`src/rtl/bpss_pkg.sv`:
```
package bpss_pkg;

	localparam logic [15:0] MIN_IMPROVEMENT_RESET = 16'd10;

	localparam int unsigned STEP_W = 3;

	localparam logic [STEP_W-1:0] STEP_IDLE   = 3'd0;
	localparam logic [STEP_W-1:0] STEP_PRIME  = 3'd1;
	localparam logic [STEP_W-1:0] STEP_SCAN   = 3'd2;
	localparam logic [STEP_W-1:0] STEP_LAST   = 3'd3;
	localparam logic [STEP_W-1:0] STEP_DECIDE = 3'd4;

	localparam logic REQ_UPDATE   = 1'b0;
	localparam logic REQ_EVALUATE = 1'b1;

	typedef struct packed {
		logic        req_type;
		logic [2:0]  entry_index;
		logic        present;
		logic [1:0]  tx_state;
		logic        receiving;
		logic [31:0] pair_priority;
		logic [15:0] round_trip;
	} req_t;

	typedef struct packed {
		logic       switched;
		logic [2:0] new_index;
		logic [2:0] best_index;
		logic       any_present;
	} res_t;

	typedef struct packed {
		logic [1:0]  tx_state;
		logic        receiving;
		logic [31:0] prio;
		logic [15:0] rtt;
	} entry_t;

	typedef enum logic [1:0] {
		RD_NONE = 2'd0,
		RD_CNT  = 2'd1,
		RD_SEL  = 2'd2
	} rd_src_t;

	typedef enum logic [1:0] {
		J_ALWAYS      = 2'd0,
		J_ON_EVAL     = 2'd1,
		J_ON_SCAN_END = 2'd2
	} jump_t;

	typedef struct packed {
		logic              busy;
		rd_src_t           rd_src;
		logic              cnt_inc;
		logic              do_cmp;
		logic              do_decide;
		jump_t             jump;
		logic [STEP_W-1:0] target;
	} ctrl_t;

	// control store: one word per step
	function automatic ctrl_t ucode(input logic [STEP_W-1:0] step);
		ctrl_t w;
		w = '{busy: 1'b0, rd_src: RD_NONE, cnt_inc: 1'b0, do_cmp: 1'b0,
			do_decide: 1'b0, jump: J_ON_EVAL, target: STEP_PRIME};
		unique case (step)
			STEP_IDLE: begin
				w = '{busy: 1'b0, rd_src: RD_NONE, cnt_inc: 1'b0, do_cmp: 1'b0,
					do_decide: 1'b0, jump: J_ON_EVAL, target: STEP_PRIME};
			end
			STEP_PRIME: begin
				w = '{busy: 1'b1, rd_src: RD_CNT, cnt_inc: 1'b1, do_cmp: 1'b0,
					do_decide: 1'b0, jump: J_ALWAYS, target: STEP_SCAN};
			end
			STEP_SCAN: begin
				w = '{busy: 1'b1, rd_src: RD_CNT, cnt_inc: 1'b1, do_cmp: 1'b1,
					do_decide: 1'b0, jump: J_ON_SCAN_END, target: STEP_LAST};
			end
			STEP_LAST: begin
				w = '{busy: 1'b1, rd_src: RD_SEL, cnt_inc: 1'b0, do_cmp: 1'b1,
					do_decide: 1'b0, jump: J_ALWAYS, target: STEP_DECIDE};
			end
			STEP_DECIDE: begin
				w = '{busy: 1'b1, rd_src: RD_NONE, cnt_inc: 1'b0, do_cmp: 1'b0,
					do_decide: 1'b1, jump: J_ALWAYS, target: STEP_IDLE};
			end
			default: begin
				w = '{busy: 1'b0, rd_src: RD_NONE, cnt_inc: 1'b0, do_cmp: 1'b0,
					do_decide: 1'b0, jump: J_ALWAYS, target: STEP_IDLE};
			end
		endcase
		return w;
	endfunction

endpackage

```
`src/rtl/best_path_switch_selector_core.sv`:
```
// best path switch selector
// start/busy command channel: a request is taken at an edge with start high and
// busy low. an update writes one table entry (indexes at or above NUM_PATHS are
// dropped); an evaluate ranks all present entries and may switch the selection.
// every request gives one result on result, marked by done for exactly one
// cycle; the receiver cannot stall, so done is never held.
// update: result (all zero) is registered in the cycle after accept; busy stays
// low, so updates can follow back to back.
// evaluate: a microcoded sequencer walks the table through one read port and
// one rank comparator, one entry per cycle, then reads the selected entry's
// round-trip time; the next request can be taken at the edge that ends the done
// cycle.
// cfg_valid/cfg_ready writes min_improvement; cfg_ready is always high and
// writes are expected only while no request is in flight.
// reset: all entries not present, no selection, min_improvement back to 10.
module best_path_switch_selector_core #(
	parameter int NUM_PATHS = 8
) (
	input  logic             clk,
	input  logic             arst_n,
	input  logic             start,
	output logic             busy,
	input  bpss_pkg::req_t   req,
	output logic             done,
	output bpss_pkg::res_t   result,
	input  logic             cfg_valid,
	output logic             cfg_ready,
	input  logic [15:0]      cfg_data
);
	import bpss_pkg::*;

	localparam int IDX_W = (NUM_PATHS > 1) ? $clog2(NUM_PATHS) : 1;
	localparam int AW    = (IDX_W > 3) ? IDX_W : 3;

	ctrl_t ctrl;

	logic             accept;
	logic             eval_go;
	logic             upd_go;
	logic             scan_end;

	logic [15:0]      min_imp_q;
	logic [NUM_PATHS-1:0] present_q;
	entry_t           entry_mem_q [NUM_PATHS];

	logic [IDX_W-1:0] cnt_q;
	logic [IDX_W-1:0] rd_addr;
	logic [IDX_W-1:0] rd_idx_q;
	logic             rd_present_q;
	entry_t           rd_data_q;

	entry_t           best_q;
	logic [IDX_W-1:0] best_idx_q;
	logic             any_q;
	logic             sel_valid_q;
	logic [IDX_W-1:0] sel_idx_q;

	logic             done_q;
	res_t             result_q;

	logic [AW-1:0]    wr_ext;
	logic [IDX_W-1:0] wr_addr;
	logic             wr_in_range;
	logic [AW-1:0]    best_ext;
	logic             take;
	logic [16:0]      need;
	logic             sw;

	function automatic logic ranks_above(input entry_t x, input entry_t y);
		logic r;
		if (x.tx_state != y.tx_state) begin
			r = x.tx_state < y.tx_state;
		end else if (x.receiving != y.receiving) begin
			r = x.receiving;
		end else if (x.prio != y.prio) begin
			r = x.prio > y.prio;
		end else begin
			r = x.rtt < y.rtt;
		end
		return r;
	endfunction

	assign busy      = ctrl.busy;
	assign cfg_ready = 1'b1;
	assign accept    = start && !busy;
	assign eval_go   = accept && (req.req_type == REQ_EVALUATE);
	assign upd_go    = accept && (req.req_type == REQ_UPDATE);
	assign scan_end  = (cnt_q == IDX_W'(NUM_PATHS - 1));

	bpss_seq u_seq (
		.clk      (clk),
		.arst_n   (arst_n),
		.eval_go  (eval_go),
		.scan_end (scan_end),
		.ctrl     (ctrl)
	);

	assign wr_ext      = AW'(req.entry_index);
	assign wr_addr     = wr_ext[IDX_W-1:0];
	assign wr_in_range = (32'(req.entry_index) < NUM_PATHS);

	always_comb begin
		case (ctrl.rd_src)
			RD_SEL:  rd_addr = sel_idx_q;
			default: rd_addr = cnt_q;
		endcase
	end

	// table memory, one write and one registered read
	always_ff @(posedge clk) begin
		if (upd_go && wr_in_range) begin
			entry_mem_q[wr_addr] <= '{tx_state: req.tx_state,
				receiving: req.receiving, prio: req.pair_priority,
				rtt: req.round_trip};
		end
		if (ctrl.rd_src != RD_NONE) begin
			rd_data_q    <= entry_mem_q[rd_addr];
			rd_idx_q     <= rd_addr;
			rd_present_q <= present_q[rd_addr];
		end
	end

	assign take = ctrl.do_cmp && rd_present_q && (!any_q || ranks_above(rd_data_q, best_q));

	always_ff @(posedge clk) begin
		if (take) begin
			best_q <= rd_data_q;
		end
	end

	// rtt margin: best + margin must not exceed the selected entry's rtt
	assign need = {1'b0, best_q.rtt} + {1'b0, min_imp_q};
	always_comb begin
		sw = 1'b0;
		if (any_q && (best_q.tx_state <= 2'd1) &&
			!(sel_valid_q && (sel_idx_q == best_idx_q))) begin
			sw = !sel_valid_q || (need <= {1'b0, rd_data_q.rtt});
		end
	end

	assign best_ext = AW'(best_idx_q);

	always_ff @(posedge clk or negedge arst_n) begin
		if (!arst_n) begin
			min_imp_q   <= MIN_IMPROVEMENT_RESET;
			present_q   <= '0;
			cnt_q       <= '0;
			best_idx_q  <= '0;
			any_q       <= 1'b0;
			sel_valid_q <= 1'b0;
			sel_idx_q   <= '0;
			done_q      <= 1'b0;
		end else begin
			if (cfg_valid && cfg_ready) begin
				min_imp_q <= cfg_data;
			end
			if (upd_go && wr_in_range) begin
				present_q[wr_addr] <= req.present;
			end
			if (eval_go) begin
				cnt_q      <= '0;
				best_idx_q <= '0;
				any_q      <= 1'b0;
			end else if (ctrl.cnt_inc) begin
				cnt_q <= cnt_q + 1'b1;
			end
			if (take) begin
				best_idx_q <= rd_idx_q;
				any_q      <= 1'b1;
			end
			if (ctrl.do_decide && sw) begin
				sel_valid_q <= 1'b1;
				sel_idx_q   <= best_idx_q;
			end
			done_q <= upd_go || ctrl.do_decide;
		end
	end

	always_ff @(posedge clk) begin
		if (upd_go) begin
			result_q <= '0;
		end else if (ctrl.do_decide) begin
			result_q.switched    <= sw;
			result_q.new_index   <= sw ? best_ext[2:0] : 3'd0;
			result_q.best_index  <= any_q ? best_ext[2:0] : 3'd0;
			result_q.any_present <= any_q;
		end
	end

	assign done   = done_q;
	assign result = result_q;

endmodule

```
`src/rtl/bpss_seq.sv`:
```
module bpss_seq (
	input  logic            clk,
	input  logic            arst_n,
	input  logic            eval_go,
	input  logic            scan_end,
	output bpss_pkg::ctrl_t ctrl
);
	import bpss_pkg::*;

	logic [STEP_W-1:0] pc_q;
	logic [STEP_W-1:0] pc_d;

	assign ctrl = ucode(pc_q);

	always_comb begin
		unique case (ctrl.jump)
			J_ALWAYS:      pc_d = ctrl.target;
			J_ON_EVAL:     pc_d = eval_go ? ctrl.target : pc_q;
			J_ON_SCAN_END: pc_d = scan_end ? ctrl.target : pc_q;
			default:       pc_d = STEP_IDLE;
		endcase
	end

	always_ff @(posedge clk or negedge arst_n) begin
		if (!arst_n) begin
			pc_q <= STEP_IDLE;
		end else begin
			pc_q <= pc_d;
		end
	end

endmodule

```
`config.mk`:
```
export PLATFORM = sky130hd
export DESIGN_NAME = best_path_switch_selector_core
export DESIGN_NICKNAME = d
export VERILOG_FILES = /design/src/rtl/bpss_pkg.sv /design/src/rtl/best_path_switch_selector_core.sv /design/src/rtl/bpss_seq.sv
export SDC_FILE = /design/constraint.sdc
export NUM_CORES = 1
export LEC_CHECK = 0
export BUFFER_PORTS_ARGS = -buffer_cell sky130_fd_sc_hd__buf_4
export CAP_MARGIN = 20
export CORE_MARGIN = 5
export CORE_UTILIZATION = 25
export DETAILED_ROUTE_END_ITERATION = 7
export MAX_ROUTING_LAYER = met4
export PLACE_DENSITY = 0.37
export SYNTH_ARGS = -nofsm -noshare
export SYNTH_HDL_FRONTEND = slang
export SYNTH_SLANG_ARGS = --single-unit
```
`constraint.sdc`:
```
create_clock -name clk -period 12.76 [get_ports clk]
set_clock_uncertainty 0.15 [all_clocks]
set_input_delay 0.638 -clock clk [delete_from_list [all_inputs] [get_ports clk]]
set_output_delay 0.638 -clock clk [all_outputs]
set_load 0.1 [all_outputs]
```
==> impl_metrics.env <==
export IMPL_synth_top_flop_cell="edfxtp_1"
export IMPL_crit_path_start_kind="flip-flop"
export IMPL_fin_crit_sh_pct=34.9
export IMPL_arrival_ps=4760
export IMPL_async_reset_ff_share_pct=6.95
export IMPL_antenna_found_initial=4
export IMPL_reg2reg_depth=16
export IMPL_dp_cells=3148
export IMPL_final_max_slew_viol_count=0
export IMPL_synth_edff_count=514
export IMPL_clk_latency_ps=590
export IMPL_grt_pass1_vias=14300
export IMPL_hp_start="req[35]"
export IMPL_synth_cell_types=61
export IMPL_min_path_type="in -> reg"
export IMPL_grt_pass1_wl_um=91900
export IMPL_vias_per_cell=4.32
export IMPL_p_per_area_mw_per_mm2=239
export IMPL_postCtsResizedCells=0
export IMPL_ys_warn_count=0
export IMPL_p_sw_mw=2.43
export IMPL_p_total_mw=6.61
export IMPL_status="complete, no violations"
export IMPL_areaGrowthSynthToFinish_pct=17.5
export IMPL_relSlewSlack_pct=28.4
export IMPL_ant_nets=0
export IMPL_track_usage_pct=12.5
export IMPL_cts_sinks=561
export IMPL_place_area_mm2=0.0256
export IMPL_postLayoutCellArea_mm2=0.0277
export IMPL_setup_viol=0
export IMPL_drc=0
export IMPL_critPathCaptureType="flip-flop"
export IMPL_cp_max_fo=7
export IMPL_clockPowerShare_pct=27.0
export IMPL_cts_path_max_buffers=3
export IMPL_gp_congestion=0.717
export IMPL_vias=14100
export IMPL_ys_seq_area_share_pct=70.4
export IMPL_worst_pin_slew_ps=1070
export IMPL_netlist_area_mm2=0.0236
export IMPL_fmax_mhz=224
export IMPL_portBuffers=85
export IMPL_grt_overflow_total=0
export IMPL_seqPwrFrac_pct=38.8
export IMPL_p_comb_share_pct=34.2
export IMPL_rsz0062_at_grt="no"
export IMPL_synth_cells=1869
export IMPL_synth_fp_nets=2029
export IMPL_cts_root_buf="clkbuf_16"
export IMPL_period_needed_ps=4460
export IMPL_ios=87
export IMPL_synth_seq_cells=561
export IMPL_post_cts_buffers=0
export IMPL_regToRegStartpoint="min_imp_q[1]$_DFFE_PN1P_"
export IMPL_grt_max_degree=153
export IMPL_layout_commonest_cell="edfxtp_1"
export IMPL_setup_worst_path_start="min_imp_q[1]$_DFFE_PN1P_"
export IMPL_cts_buffers=67
export IMPL_whs_path_depth=1
export IMPL_peakVddDrop_uv=149
export IMPL_instances_no_fill=3275
export IMPL_initial_core_util_pct=25.2
export IMPL_drt_pass1_iterations=5
export IMPL_leakagePower_nw=10.4
export IMPL_routedWlPerCell_um=18.7
export IMPL_required_ps=13070
export IMPL_syn_avg_cell_area_um2=12.6
export IMPL_die_width_um=317
export IMPL_dp_hpwl_um=33200
export IMPL_first_iter_violations=814
export IMPL_final_cell_mix="514 x edfxtp_1, 493 x nand2_1, 272 x nand3_1"
export IMPL_clk_pin_slew_worst_paths_ps=60
export IMPL_die_area_mm2=0.100
export IMPL_core_area_mm2=0.0935
export IMPL_final_hold_viol_count=0
export IMPL_die_h_um=317
export IMPL_intPower_mw=4.18
export IMPL_setup_tns_ps=0
export IMPL_nNetsFinal=2124
export IMPL_drt_wl_total_um=61200
export IMPL_switching_share_pct=36.7
export IMPL_rows=112
export IMPL_drive_gt1_share_pct=12.2
export IMPL_cap_violations=0
export IMPL_cts_tree="done"
export IMPL_path_class="reg -> reg"
export IMPL_htreeDepth=3
synth_stat cells (all sizes together), types with 7 or more instances:
cell | n | share of area (%)
a21oi | 32 | 0.68
buf | 47 | 1.4
nor2b | 7 | 0.20
dfrtp | 37 | 3.9
inv | 87 | 1.4
dfxtp | 8 | 0.68
nor2 | 29 | 0.47
mux2i | 8 | 0.39
ha | 83 | 4.4
a21o | 14 | 0.45
mux2 | 26 | 1.2
nand4 | 12 | 0.32
nand3 | 272 | 5.8
xnor2 | 12 | 0.45
clkbuf | 36 | 0.57
edfxtp | 514 | 66
o21ai | 73 | 1.6
nand2 | 494 | 7.9
nor3 | 8 | 0.17
per-stage QoR:
stage / hold WS, ps / setup WS [ps] / util (%)
2_1_floorplan: 192 / 7340 / -
3_3_place_gp: 288 / 8350 / 27.4
3_5_place_dp: 294 / 8310 / 27.4
4_1_cts: 75.7 / 8300 / 29.6
5_1_grt: 86.8 / 7940 / 29.6
6_report: 129 / 8300 / 29.6
metal layers:
| metal | track usage, % | up-vias | routed length [um] |
|---|---|---|---|
| met3 | 2.26 | 80 | 2580 |
| met1 | 16.5 | 6929 | 29000 |
| li1 | - | 6895 | - |
| met4 | 3.53 | 0 | 1100 |
| met5 | - | - | 0 |
| met2 | 20.0 | 233 | 28500 |
sequential cells by signal (all words and copies together), names as in the netlist:
| name | flops |
|---|---|
| cnt_q | 3 |
| sel_idx_q | 3 |
| best_ext | 3 |
| sel_valid_q | 1 |
| result | 8 |
| done | 1 |
| entry_mem_q | 408 |
| rd_present_q | 1 |
| present_q | 8 |
| best_q | 51 |
| rd_idx_q | 3 |
| any_q | 1 |
| rd_data_q | 51 |
| min_imp_q | 16 |
| u_seq.pc_q | 3 |
worst paths after layout:
| kind | end | slack (ps) |
|---|---|---|
| min reg2reg | result[7]$_SDFFE_PP0P_ | 300 |
| max | sel_idx_q[1]$_DFFE_PN0P_ | 8300 |
| max in group asynchronous | present_q[0]$_DFFE_PN0P_ | 11610 |
| max reg2reg | sel_idx_q[1]$_DFFE_PN0P_ | 8300 |
| min in group asynchronous | min_imp_q[9]$_DFFE_PN0P_ | 430 |
| min | entry_mem_q[2][35]$_DFFE_PP_ | 130 |
worst max-delay path: stages, from the launching register on:
cell,delay (ps)
dfstp_2,530
ha_1,240
a211o_1,320
a21oi_1,210
o21ai_1,160
a211oi_2,230
nor2_1,110
a311oi_1,350
xnor2_1,130
ha_1,220
nor3_1,220
o21ai_1,110
a2111oi_0,380
o21ai_0,160
a21oi_1,280
o22ai_2,190
mux2_1,350
final cells by class:
class                      count  area [um2]
multi-input combinational   1138        6290
timing repair buffer         109         853
fill                        9478       65800
antenna                        4        10.0
clock buffer                  84        1800
inverter                      87         333
tap                         1254        1570
sequential                   561       16600
clock inverter                38         240
cell families (layout without fill, tap and decap cells):
family | after synthesis | in the layout | synth area share, %
adders and majority gates | 84 | 84 | 4.49
other | 1 | 5 | 0.0159
buffers and inverters | 170 | 318 | 3.33
muxes | 34 | 34 | 1.64
AOI/OAI and AO/OA | 162 | 162 | 4.19
xor gates and xnor gates | 17 | 17 | 0.632
and+or+nand+nor | 840 | 840 | 15.3
DFF | 561 | 561 | 70.4
power groups by stage:
stage	registers (mW)	clock network [mW]	logic [mW]
global placement	2.60	0	2.29
detailed placement	2.60	0	2.32
finish	2.56	1.78	2.26
floorplan	2.60	0	1.60
CTS	2.57	1.86	2.33
global route	2.59	1.94	2.58
what timing repair did:
| action | 4_1_cts | 5_1_grt |
|---|---|---|
| hold buffers | 1 | 0 |
| setup endpoints to repair | 0 | 0 |
| endpoints found under the hold margin | 37 | 0 |
(Power assumes the default switching activity.)
